`config.mk`:
```
export PLATFORM = sky130hd
export DESIGN_NAME = scaled_pixel_format_row_converter
export DESIGN_NICKNAME = d
export VERILOG_FILES = /design/src/design/spfrc_pkg.sv /design/src/design/spfrc_ctrl.sv /design/src/design/spfrc_datapath.sv /design/src/design/scaled_pixel_format_row_converter.sv
export SDC_FILE = /design/constraint.sdc
export NUM_CORES = 1
export LEC_CHECK = 0
export BUFFER_PORTS_ARGS = -buffer_cell sky130_fd_sc_hd__buf_2
export CELL_PAD_IN_SITES_DETAIL_PLACEMENT = 1
export CELL_PAD_IN_SITES_GLOBAL_PLACEMENT = 1
export CORE_MARGIN = 3
export CORE_UTILIZATION = 50
export CTS_BUF_LIST = sky130_fd_sc_hd__clkbuf_8
export CTS_CLUSTER_SIZE = 25
export DETAILED_ROUTE_END_ITERATION = 7
export GPL_ROUTABILITY_DRIVEN = 0
export HOLD_SLACK_MARGIN = 0.12
export PLACE_DENSITY = 0.82
export RECOVER_POWER = 50
export SETUP_SLACK_MARGIN = 0.3
export SLEW_MARGIN = 20
export SYNTH_ARGS = -nofsm -noshare
export SYNTH_HDL_FRONTEND = slang
export SYNTH_SLANG_ARGS = --single-unit
```
`constraint.sdc`:
```
create_clock -name clk -period 4.3 [get_ports clk]
set_clock_uncertainty 0.05 [all_clocks]
set_input_delay 0.86 -clock clk [delete_from_list [all_inputs] [get_ports clk]]
set_output_delay 0.86 -clock clk [all_outputs]
set_load 0.005 [all_outputs]
```
`src/design/spfrc_pkg.sv`:
```
// shared types, constants and pixel conversion for the row scaler
// no dependencies
`timescale 1ns / 1ps
`default_nettype none

package spfrc_pkg;

    localparam int unsigned CFG_DATA_W  = 29;
    localparam int unsigned CFG_INDEX_W = 2;
    localparam int unsigned STEP_W      = 29;
    localparam int unsigned WIDTH_W     = 13;
    localparam int unsigned INDEX_W     = 13;
    localparam int unsigned POS_W       = 32;

    localparam logic [CFG_INDEX_W-1:0] REG_X_STEP       = 2'd0;
    localparam logic [CFG_INDEX_W-1:0] REG_OUT_WIDTH    = 2'd1;
    localparam logic [CFG_INDEX_W-1:0] REG_CONVERT_MODE = 2'd2;

    localparam logic [1:0] MODE_PASS      = 2'd0;
    localparam logic [1:0] MODE_4444_8888 = 2'd1;
    localparam logic [1:0] MODE_4444_PMUL = 2'd2;
    localparam logic [1:0] MODE_565_888   = 2'd3;

    localparam logic [12:0] PMUL_SCALE = 13'h1223;

    typedef struct packed {
        logic [31:0] src_pixel;
        logic        row_end;
    } src_beat_t;

    typedef struct packed {
        logic [31:0] dst_pixel;
        logic        run_last;
        logic        row_done;
    } dst_beat_t;

    typedef struct packed {
        logic accept;
        logic emit;
        logic finish;
    } spfrc_cmd_t;

    typedef struct packed {
        logic cond_now;
        logic next_cond;
        logic out_free;
    } spfrc_status_t;

    // colour nibble times alpha nibble, scaled to a byte
    function automatic logic [7:0] premul(input logic [3:0] c, input logic [3:0] a);
        logic [7:0]  ca;
        logic [20:0] p;
        ca = 8'(c) * 8'(a);
        p  = 21'(ca) * 21'(PMUL_SCALE);
        return p[19:12];
    endfunction

    function automatic logic [31:0] convert(input logic [31:0] pix, input logic [1:0] mode);
        logic [15:0] v;
        logic [31:0] w;
        logic [31:0] res;
        v = pix[15:0];
        w = {16'h0000, v};
        case (mode)
            MODE_4444_8888: res = {v[15:12], v[15:12], v[11:8], v[11:8],
                                   v[7:4], v[7:4], v[3:0], v[3:0]};
            MODE_4444_PMUL: res = {8'h00, premul(v[11:8], v[15:12]),
                                   premul(v[7:4], v[15:12]), premul(v[3:0], v[15:12])};
            MODE_565_888:   res = ((w & 32'h0000F800) << 8) | ((w & 32'h000007E0) << 5)
                                | ((w & 32'h0000E01F) << 3) | ((w & 32'h00000600) >> 1)
                                | ((w & 32'h0000001C) >> 2);
            default:        res = pix;
        endcase
        return res;
    endfunction

endpackage

`default_nettype wire

```
`src/design/spfrc_ctrl.sv`:
```
// controller state machine: sequences accept, emit run and row bookkeeping
// depends on spfrc_pkg
`timescale 1ns / 1ps
`default_nettype none

module spfrc_ctrl (
    input  wire logic                    clk,
    input  wire logic                    rst_n,
    input  wire logic                    src_valid,
    output logic                         src_ready,
    input  wire spfrc_pkg::spfrc_status_t status,
    output spfrc_pkg::spfrc_cmd_t        cmd
);

    typedef enum logic {
        ST_IDLE,
        ST_EMIT
    } state_t;

    state_t state_reg;
    state_t state_next;

    always_comb
    begin
        state_next = state_reg;
        cmd        = '0;
        src_ready  = 1'b0;
        case (state_reg)
            ST_IDLE:
            begin
                src_ready = 1'b1;
                if (src_valid)
                begin
                    cmd.accept = 1'b1;
                    if (status.cond_now)
                    begin
                        state_next = ST_EMIT;
                    end
                    else
                    begin
                        cmd.finish = 1'b1;
                    end
                end
            end
            ST_EMIT:
            begin
                if (status.out_free)
                begin
                    cmd.emit = 1'b1;
                    if (!status.next_cond)
                    begin
                        cmd.finish = 1'b1;
                        state_next = ST_IDLE;
                    end
                end
            end
            default:
            begin
                state_next = ST_IDLE;
            end
        endcase
    end

    always_ff @(posedge clk or negedge rst_n)
    begin
        if (!rst_n)
        begin
            state_reg <= ST_IDLE;
        end
        else
        begin
            state_reg <= state_next;
        end
    end

endmodule

`default_nettype wire

```
`src/design/spfrc_datapath.sv`:
```
// datapath: config registers, source position, counters, conversion and output register
// depends on spfrc_pkg
`timescale 1ns / 1ps
`default_nettype none

module spfrc_datapath #(
    parameter int unsigned MAX_ROW_WIDTH = 4096,
    parameter int unsigned MAX_REPEAT    = 64
) (
    input  wire logic                                    clk,
    input  wire logic                                    rst_n,
    input  wire spfrc_pkg::src_beat_t                    src_data,
    input  wire logic                                    cfg_valid,
    input  wire logic [spfrc_pkg::CFG_INDEX_W-1:0]       cfg_index,
    input  wire logic [spfrc_pkg::CFG_DATA_W-1:0]        cfg_data,
    input  wire logic                                    dst_ready,
    output logic                                         dst_valid,
    output spfrc_pkg::dst_beat_t                         dst_data,
    input  wire spfrc_pkg::spfrc_cmd_t                   cmd,
    output spfrc_pkg::spfrc_status_t                     status
);

    localparam int unsigned N_W = $clog2(MAX_REPEAT + 1);
    localparam logic [N_W-1:0] N_MAX = N_W'(MAX_REPEAT);
    localparam logic [16:0] ROW_MAX = 17'(MAX_ROW_WIDTH);

    logic [spfrc_pkg::STEP_W-1:0]  x_step_reg;
    logic [spfrc_pkg::WIDTH_W-1:0] out_width_reg;
    logic [1:0]                    convert_mode_reg;

    logic [spfrc_pkg::POS_W-1:0]   pos_reg;
    logic [spfrc_pkg::INDEX_W-1:0] index_reg;
    logic [spfrc_pkg::WIDTH_W-1:0] emitted_reg;
    logic [N_W-1:0]                n_reg;
    logic                          row_end_reg;
    logic [31:0]                   conv_reg;
    logic                          out_valid_reg;
    spfrc_pkg::dst_beat_t          out_data_reg;

    logic [spfrc_pkg::WIDTH_W-1:0] width;
    logic [spfrc_pkg::POS_W-1:0]   pos_next;
    logic [spfrc_pkg::WIDTH_W:0]   emitted_inc;
    logic [N_W-1:0]                n_inc;
    logic                          row_end_now;
    logic                          next_cond;

    always_comb
    begin
        if ({4'b0000, out_width_reg} > ROW_MAX)
        begin
            width = ROW_MAX[spfrc_pkg::WIDTH_W-1:0];
        end
        else
        begin
            width = out_width_reg;
        end
    end

    assign pos_next    = pos_reg + {3'b000, x_step_reg};
    assign emitted_inc = {1'b0, emitted_reg} + 14'd1;
    assign n_inc       = n_reg + N_W'(1);
    assign next_cond   = (n_inc < N_MAX) && (emitted_inc < {1'b0, width})
                       && (pos_next[31:16] == {3'b000, index_reg});
    assign row_end_now = cmd.accept ? src_data.row_end : row_end_reg;

    assign status.cond_now  = (emitted_reg < width) && (pos_reg[31:16] == {3'b000, index_reg});
    assign status.next_cond = next_cond;
    assign status.out_free  = !out_valid_reg || dst_ready;

    assign dst_valid = out_valid_reg;
    assign dst_data  = out_data_reg;

    // config writes
    always_ff @(posedge clk or negedge rst_n)
    begin
        if (!rst_n)
        begin
            x_step_reg       <= 29'd65536;
            out_width_reg    <= 13'd1;
            convert_mode_reg <= spfrc_pkg::MODE_PASS;
        end
        else if (cfg_valid)
        begin
            case (cfg_index)
                spfrc_pkg::REG_X_STEP:       x_step_reg       <= cfg_data;
                spfrc_pkg::REG_OUT_WIDTH:    out_width_reg    <= cfg_data[spfrc_pkg::WIDTH_W-1:0];
                spfrc_pkg::REG_CONVERT_MODE: convert_mode_reg <= cfg_data[1:0];
                default:                     ;
            endcase
        end
    end

    // row state and output valid
    always_ff @(posedge clk or negedge rst_n)
    begin
        if (!rst_n)
        begin
            pos_reg       <= '0;
            index_reg     <= '0;
            emitted_reg   <= '0;
            n_reg         <= '0;
            row_end_reg   <= 1'b0;
            out_valid_reg <= 1'b0;
        end
        else
        begin
            if (cmd.accept)
            begin
                n_reg       <= '0;
                row_end_reg <= src_data.row_end;
            end
            else if (cmd.emit)
            begin
                n_reg <= n_inc;
            end
            if (cmd.finish && row_end_now)
            begin
                pos_reg     <= '0;
                index_reg   <= '0;
                emitted_reg <= '0;
            end
            else
            begin
                if (cmd.emit)
                begin
                    pos_reg     <= pos_next;
                    emitted_reg <= emitted_inc[spfrc_pkg::WIDTH_W-1:0];
                end
                if (cmd.finish)
                begin
                    index_reg <= index_reg + 13'd1;
                end
            end
            if (cmd.emit)
            begin
                out_valid_reg <= 1'b1;
            end
            else if (dst_ready)
            begin
                out_valid_reg <= 1'b0;
            end
        end
    end

    // payload
    always_ff @(posedge clk)
    begin
        if (cmd.accept)
        begin
            conv_reg <= spfrc_pkg::convert(src_data.src_pixel, convert_mode_reg);
        end
        if (cmd.emit)
        begin
            out_data_reg.dst_pixel <= conv_reg;
            out_data_reg.run_last  <= !next_cond;
            out_data_reg.row_done  <= (emitted_inc == {1'b0, width});
        end
    end

endmodule

`default_nettype wire

```
`src/design/scaled_pixel_format_row_converter.sv`:
```
// top level: nearest-neighbour row scaler with pixel format conversion
// depends on spfrc_pkg, spfrc_ctrl, spfrc_datapath
// a taken source pixel is converted into conv_reg; each result is then registered for output
// a source beat with k results holds off the next source beat until its last result is sent,
//   results leave one per cycle through a single output register unless dst_ready stalls it
// reset: rst_n asynchronous, clears position, index and count, config to defaults
`timescale 1ns / 1ps
`default_nettype none

module scaled_pixel_format_row_converter #(
    parameter int unsigned MAX_ROW_WIDTH = 4096,
    parameter int unsigned MAX_REPEAT    = 64
) (
    input  wire logic                              clk,
    input  wire logic                              rst_n,
    input  wire logic                              src_valid,
    output logic                                   src_ready,
    input  wire spfrc_pkg::src_beat_t              src_data,
    output logic                                   dst_valid,
    input  wire logic                              dst_ready,
    output spfrc_pkg::dst_beat_t                   dst_data,
    input  wire logic                              cfg_valid,
    output logic                                   cfg_ready,
    input  wire logic [spfrc_pkg::CFG_INDEX_W-1:0] cfg_index,
    input  wire logic [spfrc_pkg::CFG_DATA_W-1:0]  cfg_data
);

    spfrc_pkg::spfrc_cmd_t    cmd;
    spfrc_pkg::spfrc_status_t status;

    assign cfg_ready = 1'b1;

    spfrc_ctrl u_ctrl (
        .clk       (clk),
        .rst_n     (rst_n),
        .src_valid (src_valid),
        .src_ready (src_ready),
        .status    (status),
        .cmd       (cmd)
    );

    spfrc_datapath #(
        .MAX_ROW_WIDTH (MAX_ROW_WIDTH),
        .MAX_REPEAT    (MAX_REPEAT)
    ) u_datapath (
        .clk       (clk),
        .rst_n     (rst_n),
        .src_data  (src_data),
        .cfg_valid (cfg_valid),
        .cfg_index (cfg_index),
        .cfg_data  (cfg_data),
        .dst_ready (dst_ready),
        .dst_valid (dst_valid),
        .dst_data  (dst_data),
        .cmd       (cmd),
        .status    (status)
    );

endmodule

`default_nettype wire
```
* After elaboration in Yosys (flattened, before gate mapping) *
Cells that the tools add are included.

word-level totals
  flip-flop bits (word level) = 178
  bits of input ports = 69

cells by class
  add/sub/neg operators = 4
  $mul = 6
  order comparisons = 4
  equality and inequality tests = 8
  multiplexer cells = 27
  bitwise gates (word level) = 5
  reductions and logical operators = 15

operator list
  operator                                                               count
  32-bit one-hot mux with 3 select lines                                 1
  13-bit 2-to-1 mux                                                      5
  32-bit 2-to-1 mux                                                      2
  8-bit by 13-bit multiplier with 20-bit output (second input constant)  3
  32-bit by 29-bit adder with 32-bit output                              1
  16-bit by 13-bit == test with 1-bit output                             2
  32-bit by 10-bit OR with 32-bit output                                 1
  32-bit by 19-bit OR with 32-bit output                                 1
  32-bit by 3-bit OR with 32-bit output                                  1
  4-bit by 4-bit multiplier with 8-bit output                            3
  24-bit by 16-bit OR with 24-bit output                                 1
  13-bit by 1-bit adder with 14-bit output (second input constant)       1
  14-bit by 13-bit == test with 1-bit output                             1
  14-bit by 13-bit less-than comparator with 1-bit output                1
  1-bit 2-to-1 mux                                                       14
  7-bit 2-to-1 mux                                                       2
  13-bit by 1-bit adder with 13-bit output (second input constant)       1
  13-bit > comparator (second input constant)                            1
  13-bit less-than comparator                                            1
  2-bit nonzero test                                                     4
  7-bit by 1-bit adder with 7-bit output (second input constant)         1
  7-bit less-than comparator (second input constant)                     1
  2-bit == test (second input constant)                                  3
  2-bit AND reduction                                                    3
  other kinds (8)                                                        14

* Logic depth before layout (Yosys ltp) *
Gate-level depths: netlist (run 1).

  word-level depth = 10
  mapped depth = 27
  mapped depth without buffers = 26

* By module *
Synthesis (run 1) repeated with hierarchy kept, for this count alone.

second synthesis, totals
  cell total of the unflattened synthesis = 1423
  area total of the unflattened synthesis = 14604.0 µm²

by module, submodules not included
  module                             times used  cells each  area each (µm²)
  spfrc_datapath                     1           1413        14521.4
  spfrc_ctrl                         1           8           71.3
  scaled_pixel_format_row_converter  1           2           11.3

* Worst setup path before layout (run 1) *
Ideal clock, no wire load.

  path type = in2reg
  from = input src_data[16] (netlist bit)
  to = register u_datapath.conv_reg[23], data pin
  library setup time = 0.272 ns
  arrival = 6.879 ns
  required time = 3.978 ns
  slack = -2.901 ns
  stages on the path = 25
  path buffers = 1
  cells stage by stage = clkbuf_1 nand2_1 fa_1 inv_1 fa_1 inv_1 fa_1 inv_1 a21o_1 a21oi_1 xnor2_1 ha_1 inv_1 fa_1 fa_1 inv_1 ha_1 a31oi_1 o311ai_0 a41o_1 a21o_1 and2_1 a31oi_1 xnor2_1 mux4_2

on the way
  cells in the longest elaborated chain, start to end = 5
  elaborated cells between the ends (all ways) = 7

ends and longest elaborated chain
  item                                                                                   line                                     RTL
  from (decl)                                                                            scaled_pixel_format_row_converter.sv:18  input wire spfrc_pkg::src_beat_t src_data,
  branches (longest 4 deep; another with 8-bit by 13-bit multiplier with 20-bit output)  -
  32-bit one-hot mux with 3 select lines (*)                                             spfrc_pkg.sv:64                          case (mode)
  to (signal assigned)                                                                   spfrc_datapath.sv:150                    conv_reg <= spfrc_pkg::convert(src_data.src_pixel, convert_mode_reg);
  to (decl)                                                                              spfrc_datapath.sv:36                     logic [31:0] conv_reg;

Every way passes the cells marked *.
A chain may end at the register's enable or synchronous reset.

* Worst setup path after layout (run 1) *
  from = input src_data[15] (netlist bit)
  to = register u_datapath.conv_reg[15], data pin

on the way
  cells in the longest elaborated chain, start to end = 3

ends and longest elaborated chain
  item                                           line             RTL
  4-bit by 4-bit multiplier with 8-bit output    spfrc_pkg.sv:53  ca = 8'(c) * 8'(a);
  8-bit by 13-bit multiplier with 20-bit output  spfrc_pkg.sv:54  p = 21'(ca) * 21'(PMUL_SCALE);
  32-bit one-hot mux with 3 select lines         spfrc_pkg.sv:64

No other way between the ends.

==> results of run 1 <==
## cells by family (layout without fill, tap and decap cells)
logic type               after synthesis  in the layout  synth area share
AO/OA/AOI/OAI                        288            288             0.131
buffers and inverters                157            393            0.0432
AND/OR/NAND/NOR                      452            452             0.150
flip-flops                           178            178             0.319
adder cells (fa/ha/maj)              248            248             0.222
multiplexers                          71             71            0.0672
other                                  1              2          0.000250
XOR/XNOR                             111            111            0.0666
## per-stage QoR
stage                     area [um^2]  setup slack, ns  TNS (ns)  hold WS [ns]   util
after floorplan                 15200            -2.06    -40.85         0.350      -
after global placement          16800            -2.26    -48.37         0.353  0.578
after detailed placement        16800            -2.56    -54.66         0.356  0.578
after CTS                       17900            -1.73    -36.62         0.342  0.614
after global routing            18400            -2.30    -48.58         0.374  0.632
final                           18400            -2.23    -46.39         0.373  0.632
## power by group
group / internal [mW] / switching [mW]
clock network: 0.656 / 0.699
logic: 2.82 / 3.89
registers: 2.23 / 0.298
total: 5.71 / 4.89
## routing by layer
metal / track usage / up-vias / wire length (um)
met5: 0 / - / 0
met3: 0.0532 / 341 / 3820
met1: 0.389 / 7033 / 21900
met4: 0.147 / 0 / 4240
met2: 0.589 / 786 / 30000
li1: - / 5811 / -
## critical path: cells and delay by family
family,cells,cell delay (ns)
adders and majority gates,7,2.47
AOI/OAI and AO/OA,8,1.54
and+or+nand+nor,5,0.84
muxes,1,0.47
xor gates and xnor gates,2,0.29
buffers and inverters,3,0.28
## final cells by class
type / count / area share
Multi-Input combinational cell: 1171 / 0.569
Sequential cell: 178 / 0.260
Timing Repair Buffer: 261 / 0.101
Tap cell: 384 / 0.0261
Inverter: 100 / 0.0206
Clock buffer: 19 / 0.0142
Clock inverter: 13 / 0.00917
Antenna cell: 1 / 0.000136
## synth_stat cells (13+ instances only)
| library cell | number |
|---|---|
| nor2_2 | 13 |
| fa_1 | 31 |
| nand4_1 | 23 |
| xnor2_1 | 72 |
| nor2_1 | 109 |
| o211ai_1 | 15 |
| dfrtp_1 | 110 |
| nand3_1 | 30 |
| inv_1 | 99 |
| mux4_2 | 19 |
| nor3_1 | 25 |
| a21o_1 | 25 |
| o21ai_0 | 31 |
| clkbuf_1 | 38 |
| a31oi_1 | 13 |
| edfxtp_1 | 66 |
| nor2b_1 | 13 |
| a21oi_1 | 96 |
| a211oi_1 | 19 |
| mux2_2 | 44 |
| and2_1 | 52 |
| xor2_1 | 37 |
| ha_1 | 217 |
| nand2_1 | 128 |
## timing repair
action,CTS,global route
setup endpoints to repair,82,84
pin swaps,60,61
gates cloned,0,1
gates resized for setup,104,86
setup buffers,16,16
## final timing paths
kind                                              end  depth (start not counted)  slack, ns
setup reg to reg           u_datapath.emitted_reg[10]                         17       0.19
hold / removal                 u_datapath.dst_data[8]                          0       0.37
max in group asynchronous   u_datapath.emitted_reg[0]                          2       0.59
setup / recovery              u_datapath.conv_reg[15]                         26      -2.23
min in group asynchronous         u_datapath.n_reg[4]                          1       1.20
hold reg to reg                u_datapath.dst_data[8]                          0       0.37
==> impl_metrics.toml, run 1 <==
[run_status]
status = "finished with violations"
violations = "capacitance limit, slew limit, setup timing"

[critical_path]
crit_required_ns = 4.53
endpoint_kind = "register"
critPathKind = "in -> reg"
worstPathArrival_ns = 6.76
cp_max_fo = 4
crit_path_max_incr_delay_ns = 0.52
startpoint = "src_data[15]"
slowest_stage = "fa_1"
reg2reg_from = "u_datapath.emitted_reg[1]"
worstSetupStartpointType = "input port"
crit_top_cell = "fa_1"

[place]
placed_cells = 2061
dpl.hpwl_mm = 35.1
portBuffers = 104

[floorplan]
rows = 62
io-pin-count = 106
core_um2 = 29200
start_util = 0.515
die_area_um2 = 32100
die_y_um = 179
die_x_um = 179

[cells_and_area]
final_cell_mix = "186 x ha_1, 136 x buf_4, 115 x nand2_1"
area_growth_pct = 22.7
multiInputGateArea_um2 = 10500
register_area_um2 = 4790
largest_reg_flops = 34
fin_cells = 2127
final_common_cell = "ha_1"
num-nets-final = 2046
n_fill_cell = 3182
drive_gt1_frac = 0.317

[synthesis]
synth_cell_types = 91
synthFlopType = "dfrtp_1"
synth_area_um2 = 15000
synth_seq_cells = 178
synth-edff-count = 66
yosysWarnings = 0
synth_area_leaders = "dfrtp_1 18%, ha_1 18%, edfxtp_1 13%"
synth_area_leader_cell = "dfrtp_1"
synthCells = 1506
ys_async_sr_fraction = 0.629
syn_nets = 1823
synth_top_cell_area_share = 0.183
ys_seq_area_frac = 0.319
postSynthAreaPerCell_um2 = 9.97

[pwr]
leakage_nw = 8.53
p_per_area_nw_per_um2 = 575
p_total_mw = 10.6
vdd_drop_max_v = 0.000408

[clock_network]
cts_root_buf = "clkbuf_8"
clockBufferDepth = 2
htree_num_levels = 4
clock_sinks = 178
cts_tree = "built"
cts_buffers = 17
clk_pin_slew_ns = 0.10
clk_latency_ns = 0.54
cts_hold_buffers = 0

[sta]
setup_viol = 24
slew_violations = 118
worstMarginPinSlew_ns = 2.91
hold_viol = 0
relSlewSlack = -0.942
timing.final.ws_setup_ns = -2.23
fmax_ghz = 0.153
timing.final.crit_share = 1.52
period_needed_ns = 6.53
rsz0062_at_grt = "yes"

[global_route]
grt_max_degree = 62
grt_first_pass_wirelength_mm = 81.4
antenna_found_initial = 0
grt-ovfl-total = 0
grt_usage = 0.330
grt_pass1_vias = 14500

[drt]
avgViaCountPerCell = 6.57
post_drt_wl_per_cell_um = 28.2
drt_pass1_iterations = 6
drt_wl_total_mm = 59.9
num_vias = 14000
drt_iter0_markers = 1249
postRouteAntennaNets = 0
drc = 0

[flow_run]
maxCapViolCount = 3

[hold_path]
min_from = "u_datapath.conv_reg[6]"
hold_path_class = "reg -> reg"
No activity file was read; power rests on OpenSTA's default activity.
==> inputs of run 2 (changes only) <==
==> constraint.sdc (replaced) <==
create_clock -name clk -period 6.4 [get_ports clk]
set_clock_uncertainty 0.05 [all_clocks]
set_input_delay 1.28 -clock clk [delete_from_list [all_inputs] [get_ports clk]]
set_output_delay 1.28 -clock clk [all_outputs]
set_load 0.01 [all_outputs]
==> impl_metrics.toml, run 2 (synthesized netlist as in run 1, its figures left out) <==
[run_status]
status = "finished with violations"
violations = "capacitance limit, slew limit, setup timing"

[global_route]
grt-ovfl-total = 0
grt_usage = 0.344
antenna_found_initial = 2
grt_first_pass_wirelength_mm = 84.0
grt_max_degree = 64
grt_pass1_vias = 14600

[cells_and_area]
final_cell_mix = "186 x ha_1, 117 x nand2_1, 110 x dfrtp_1"
largest_reg_flops = 34
drive_gt1_frac = 0.286
final_common_cell = "ha_1"
num-nets-final = 2005
area_growth_pct = 20.0

[drt]
drt_pass1_iterations = 5
dr_wl_met2_mm = 28.9
routed-wl-met3_mm = 3.65
num_vias = 13800
postRouteAntennaNets = 0
drt_iter0_markers = 1196
post_drt_wl_per_cell_um = 28.2
drc = 0
drt_wl_total_mm = 58.8
maxUsedRoutingLayer = "met5"
avgViaCountPerCell = 6.60
wl_met1_mm = 21.8

[pwr]
p_per_area_nw_per_um2 = 384
vdd_drop_max_v = 0.000246
leakage_nw = 8.30
p_total_mw = 6.92

[hold_path]
hold_path_class = "reg -> reg"
whs_path_depth = 0
min_from = "u_datapath.conv_reg[17]"
min_to = "u_datapath.dst_data[19]"

[place]
dp_slack_ns = -0.868
dpl.hpwl_mm = 34.5
portBuffers = 104

[sta]
period_needed_ns = 6.87
fmax_ghz = 0.146
hold_viol = 0
timing.final.ws_setup_ns = -0.466
timing.final.crit_share = 1.07
worstMarginPinSlew_ns = 3.16
setup_viol = 19
slew_violations = 52
whs_ns = 0.384
relSlewSlack = -1.11
rsz0062_at_grt = "yes"

[clock_network]
htree_num_levels = 4
clk_pin_slew_ns = 0.10
clk_latency_ns = 0.52
cts_hold_buffers = 0
cts_buffers = 17
clock_sinks = 178
cts_tree = "built"
cts_root_buf = "clkbuf_8"
clockBufferDepth = 2

[floorplan]
core_um2 = 29200
io-pin-count = 106
die_x_um = 179
start_util = 0.515
die_area_um2 = 32100
die_y_um = 179
rows = 62

[critical_path]
critPathKind = "in -> reg"
crit_required_ns = 6.60
cp_max_fo = 3
worstSetupStartpointType = "input port"
ff2ff_path_depth = 16
reg2reg_to = "u_datapath.emitted_reg[1]"
rrSetupSlack_ns = 1.41
worstPathArrival_ns = 7.07
reg2reg_from = "u_datapath.emitted_reg[0]"
endpoint_kind = "register"

[flow_run]
maxCapViolCount = 1
-- run 2: worst max path at each step --
stage / startpoint / endpoint / slack, ns / depth (start not counted)
5_1_grt: src_data[14] / u_datapath.conv_reg[5] / -0.59 / 26
3_3_place_gp: src_data[16] / u_datapath.conv_reg[15] / -0.57 / 24
2_1_floorplan: src_data[14] / u_datapath.conv_reg[23] / -0.38 / 26
4_1_cts: src_data[14] / u_datapath.conv_reg[6] / -0.04 / 26
6_report: src_data[14] / u_datapath.conv_reg[23] / -0.47 / 25
3_5_place_dp: src_data[16] / u_datapath.conv_reg[15] / -0.87 / 24
-- run 2: area by class of cell --
type / instances / area [um^2]
diodes: 1 / 2.50
repair buffers: 220 / 1500
well taps: 384 / 480
flip-flops and latches: 178 / 4790
clock buffers: 17 / 234
inverters: 100 / 375
clock inverters: 15 / 220
fillers: 3187 / 11100
multi-input cells: 1171 / 10400
-- run 2: per-stage QoR --
stage	util	cells	setup TNS (ns)	instance area, um^2
6_report	0.618	2086	-5.18	18000
5_1_grt	0.618	2086	-7.70	18000
4_1_cts	0.604	2072	-0.151	17600
3_5_place_dp	0.567	2024	-13.78	16500
3_3_place_gp	0.567	2024	-8.01	16500
2_1_floorplan	-	1506	-2.62	15200
-- run 2: where the power goes --
| part | internal, mW | total, mW | switching (mW) |
|---|---|---|---|
| Combinational | 1.76 | 4.28 | 2.52 |
| Sequential | 1.50 | 1.70 | 0.202 |
| Clock | 0.437 | 0.941 | 0.504 |
-- run 2: repair_timing --
item,in CTS,in global routing
buffers inserted,16,13
pin swaps,44,36
setup endpoints to repair,23,24
gates resized for setup,93,57
-- run 2: metal layers --
metal  up-vias  global-route usage
li1       5762                   -
met1      6873               0.396
met2       809               0.605
met3       312              0.0548
met4         2               0.194
met5         -                   0
-- run 2: worst max-delay path: stages --
cell and delay (ns):
buf_12 0.10, nand2_4 0.06, fa_1 0.61, inv_2 0.06
fa_2 0.57, ha_4 0.21, a21o_1 0.20, a21oi_2 0.19
o21bai_1 0.13, a21oi_2 0.20, xnor2_2 0.11, buf_4 0.15
xnor2_1 0.25, fa_1 0.48, inv_1 0.07, ha_1 0.24
ha_2 0.33, nand2_1 0.11, o311ai_4 0.35, a41o_1 0.25
a21o_1 0.17, and2_4 0.19, a31oi_4 0.11, xnor2_2 0.16
mux4_2 0.46
==> inputs of run 3 (changes only) <==
--- a/config.mk
+++ b/config.mk
@@ -6,16 +6,14 @@
 export NUM_CORES = 1
 export LEC_CHECK = 0
 export BUFFER_PORTS_ARGS = -buffer_cell sky130_fd_sc_hd__buf_2
-export CELL_PAD_IN_SITES_DETAIL_PLACEMENT = 1
-export CELL_PAD_IN_SITES_GLOBAL_PLACEMENT = 1
 export CORE_MARGIN = 3
-export CORE_UTILIZATION = 50
+export CORE_UTILIZATION = 60
 export CTS_BUF_LIST = sky130_fd_sc_hd__clkbuf_8
 export CTS_CLUSTER_SIZE = 25
 export DETAILED_ROUTE_END_ITERATION = 7
 export GPL_ROUTABILITY_DRIVEN = 0
 export HOLD_SLACK_MARGIN = 0.12
-export PLACE_DENSITY = 0.82
+export PLACE_DENSITY = 0.78
 export RECOVER_POWER = 50
 export SETUP_SLACK_MARGIN = 0.3
 export SLEW_MARGIN = 20
==> impl_metrics.toml, run 3 (synthesized netlist as in run 1, its figures left out) <==
[run_status]
status = "finished with violations"
violations = "capacitance limit, slew limit, setup timing"

[critical_path]
endpoint_kind = "register"
crit_path_max_incr_delay_ns = 0.54
cp_max_fo = 5
critPathKind = "in -> reg"
worstPathArrival_ns = 6.87
worstSetupStartpointType = "input port"
crit_required_ns = 6.57
reg2reg_from = "u_datapath.pos_reg[0]"
slowest_stage = "fa_1"
startpoint = "src_data[16]"

[floorplan]
start_util = 0.614
die_area_um2 = 27000
die_y_um = 164
die_x_um = 164
rows = 57
core_um2 = 24500
io-pin-count = 106

[clock_network]
clockBufferDepth = 2
cts_buffers = 17
cts_tree = "built"
htree_num_levels = 4
clock_sinks = 178
clk_latency_ns = 0.48
clk_pin_slew_ns = 0.11
cts_root_buf = "clkbuf_8"
cts_hold_buffers = 0

[pwr]
vdd_drop_max_v = 0.000305
p_total_mw = 6.27
leakage_nw = 8.26
p_per_area_nw_per_um2 = 351

[drt]
drc = 0
num_vias = 12400
postRouteAntennaNets = 0
drt_pass1_iterations = 7
drt_iter0_markers = 1072
avgViaCountPerCell = 6.11
post_drt_wl_per_cell_um = 19.2
drt_wl_total_mm = 38.8

[hold_path]
hold_path_class = "reg -> reg"
min_from = "u_datapath.conv_reg[28]"

[sta]
rsz0062_at_grt = "yes"
timing.final.crit_share = 1.05
period_needed_ns = 6.70
relSlewSlack = -1.17
fmax_ghz = 0.149
slew_violations = 62
worstMarginPinSlew_ns = 3.26
timing.final.ws_setup_ns = -0.300
hold_viol = 0
setup_viol = 13

[cells_and_area]
final_common_cell = "ha_1"
register_area_um2 = 4790
drive_gt1_frac = 0.288
n_fill_cell = 1630
largest_reg_flops = 34
num-nets-final = 2005
area_growth_pct = 19.1
multiInputGateArea_um2 = 10400
diodes = 0
final_cell_mix = "185 x ha_1, 115 x nand2_1, 110 x dfrtp_1"
fin_area_um2 = 17900

[global_route]
grt_first_pass_wirelength_mm = 61.1
grt-ovfl-total = 0
grt_usage = 0.281
grt_max_degree = 62
use_met1 = 0.364
antenna_found_initial = 1
grt_pass1_vias = 12400
top_usage_layer = "met2"
use_met3 = 0.0376
met2_usage = 0.486

[place]
dpl.hpwl_mm = 27.5
dpl_cell_area_um2 = 16400
portBuffers = 104
dp_slack_ns = -0.713

[flow_run]
maxCapViolCount = 1
## run 3: cell type report
| class | instances | share of cell area |
|---|---|---|
| Multi-Input combinational cell | 1171 | 0.581 |
| Tap cell | 324 | 0.0227 |
| Sequential cell | 178 | 0.268 |
| Clock inverter | 15 | 0.00854 |
| Inverter | 100 | 0.0210 |
| Clock buffer | 17 | 0.0131 |
| Timing Repair Buffer | 220 | 0.0861 |
## run 3: final timing paths
| kind | to | cells past startpoint | slack, ns |
|---|---|---|---|
| min | u_datapath.dst_data[30] | 0 | 0.38 |
| min reg2reg | u_datapath.dst_data[30] | 0 | 0.38 |
| max reg2reg | u_datapath.pos_reg[2] | 13 | 1.82 |
| max in group asynchronous | u_datapath.out_width_reg[9] | 2 | 2.46 |
| max | u_datapath.conv_reg[15] | 26 | -0.30 |
| min in group asynchronous | u_datapath.index_reg[12] | 1 | 1.83 |
## run 3: power by group
part	internal, mW	switching [mW]	total (mW)
combinational	1.69	2.13	3.82
sequential	1.50	0.168	1.67
clock	0.320	0.459	0.778
total	3.51	2.76	6.27
## run 3: what timing repair did
| action | in CTS | in global routing |
|---|---|---|
| resized for setup | 93 | 61 |
| buffers inserted | 22 | 12 |
| endpoints found under the setup margin | 19 | 22 |
| pin swaps | 57 | 59 |
## run 3: worst max-delay path, delay by kind of cell
kind | cells | cell delay (ns)
adders and majority gates | 7 | 2.48
AOI/OAI and AO/OA | 8 | 1.40
and+or+nand+nor | 5 | 0.70
muxes | 1 | 0.48
xor gates and xnor gates | 2 | 0.27
buffers and inverters | 3 | 0.25
## run 3: per-layer routing
metal / part of all wire / vias to the layer above
met2: 0.51 / 483
met1: 0.40 / 6069
met5: 0.00034 / -
li1: - / 5736
met3: 0.064 / 89
met4: 0.027 / 2
## run 3: metrics by stage
stage | std cells | util | hold slack (ns) | setup TNS, ns
detailed placement | 1959 | 0.672 | 0.355 | -9.89
global placement | 1959 | 0.672 | 0.351 | -6.16
global route | 2025 | 0.731 | 0.380 | -3.21
floorplan | 1506 | - | 0.350 | -2.62
finish | 2025 | 0.731 | 0.377 | -1.24
CTS | 2013 | 0.715 | 0.370 | 0
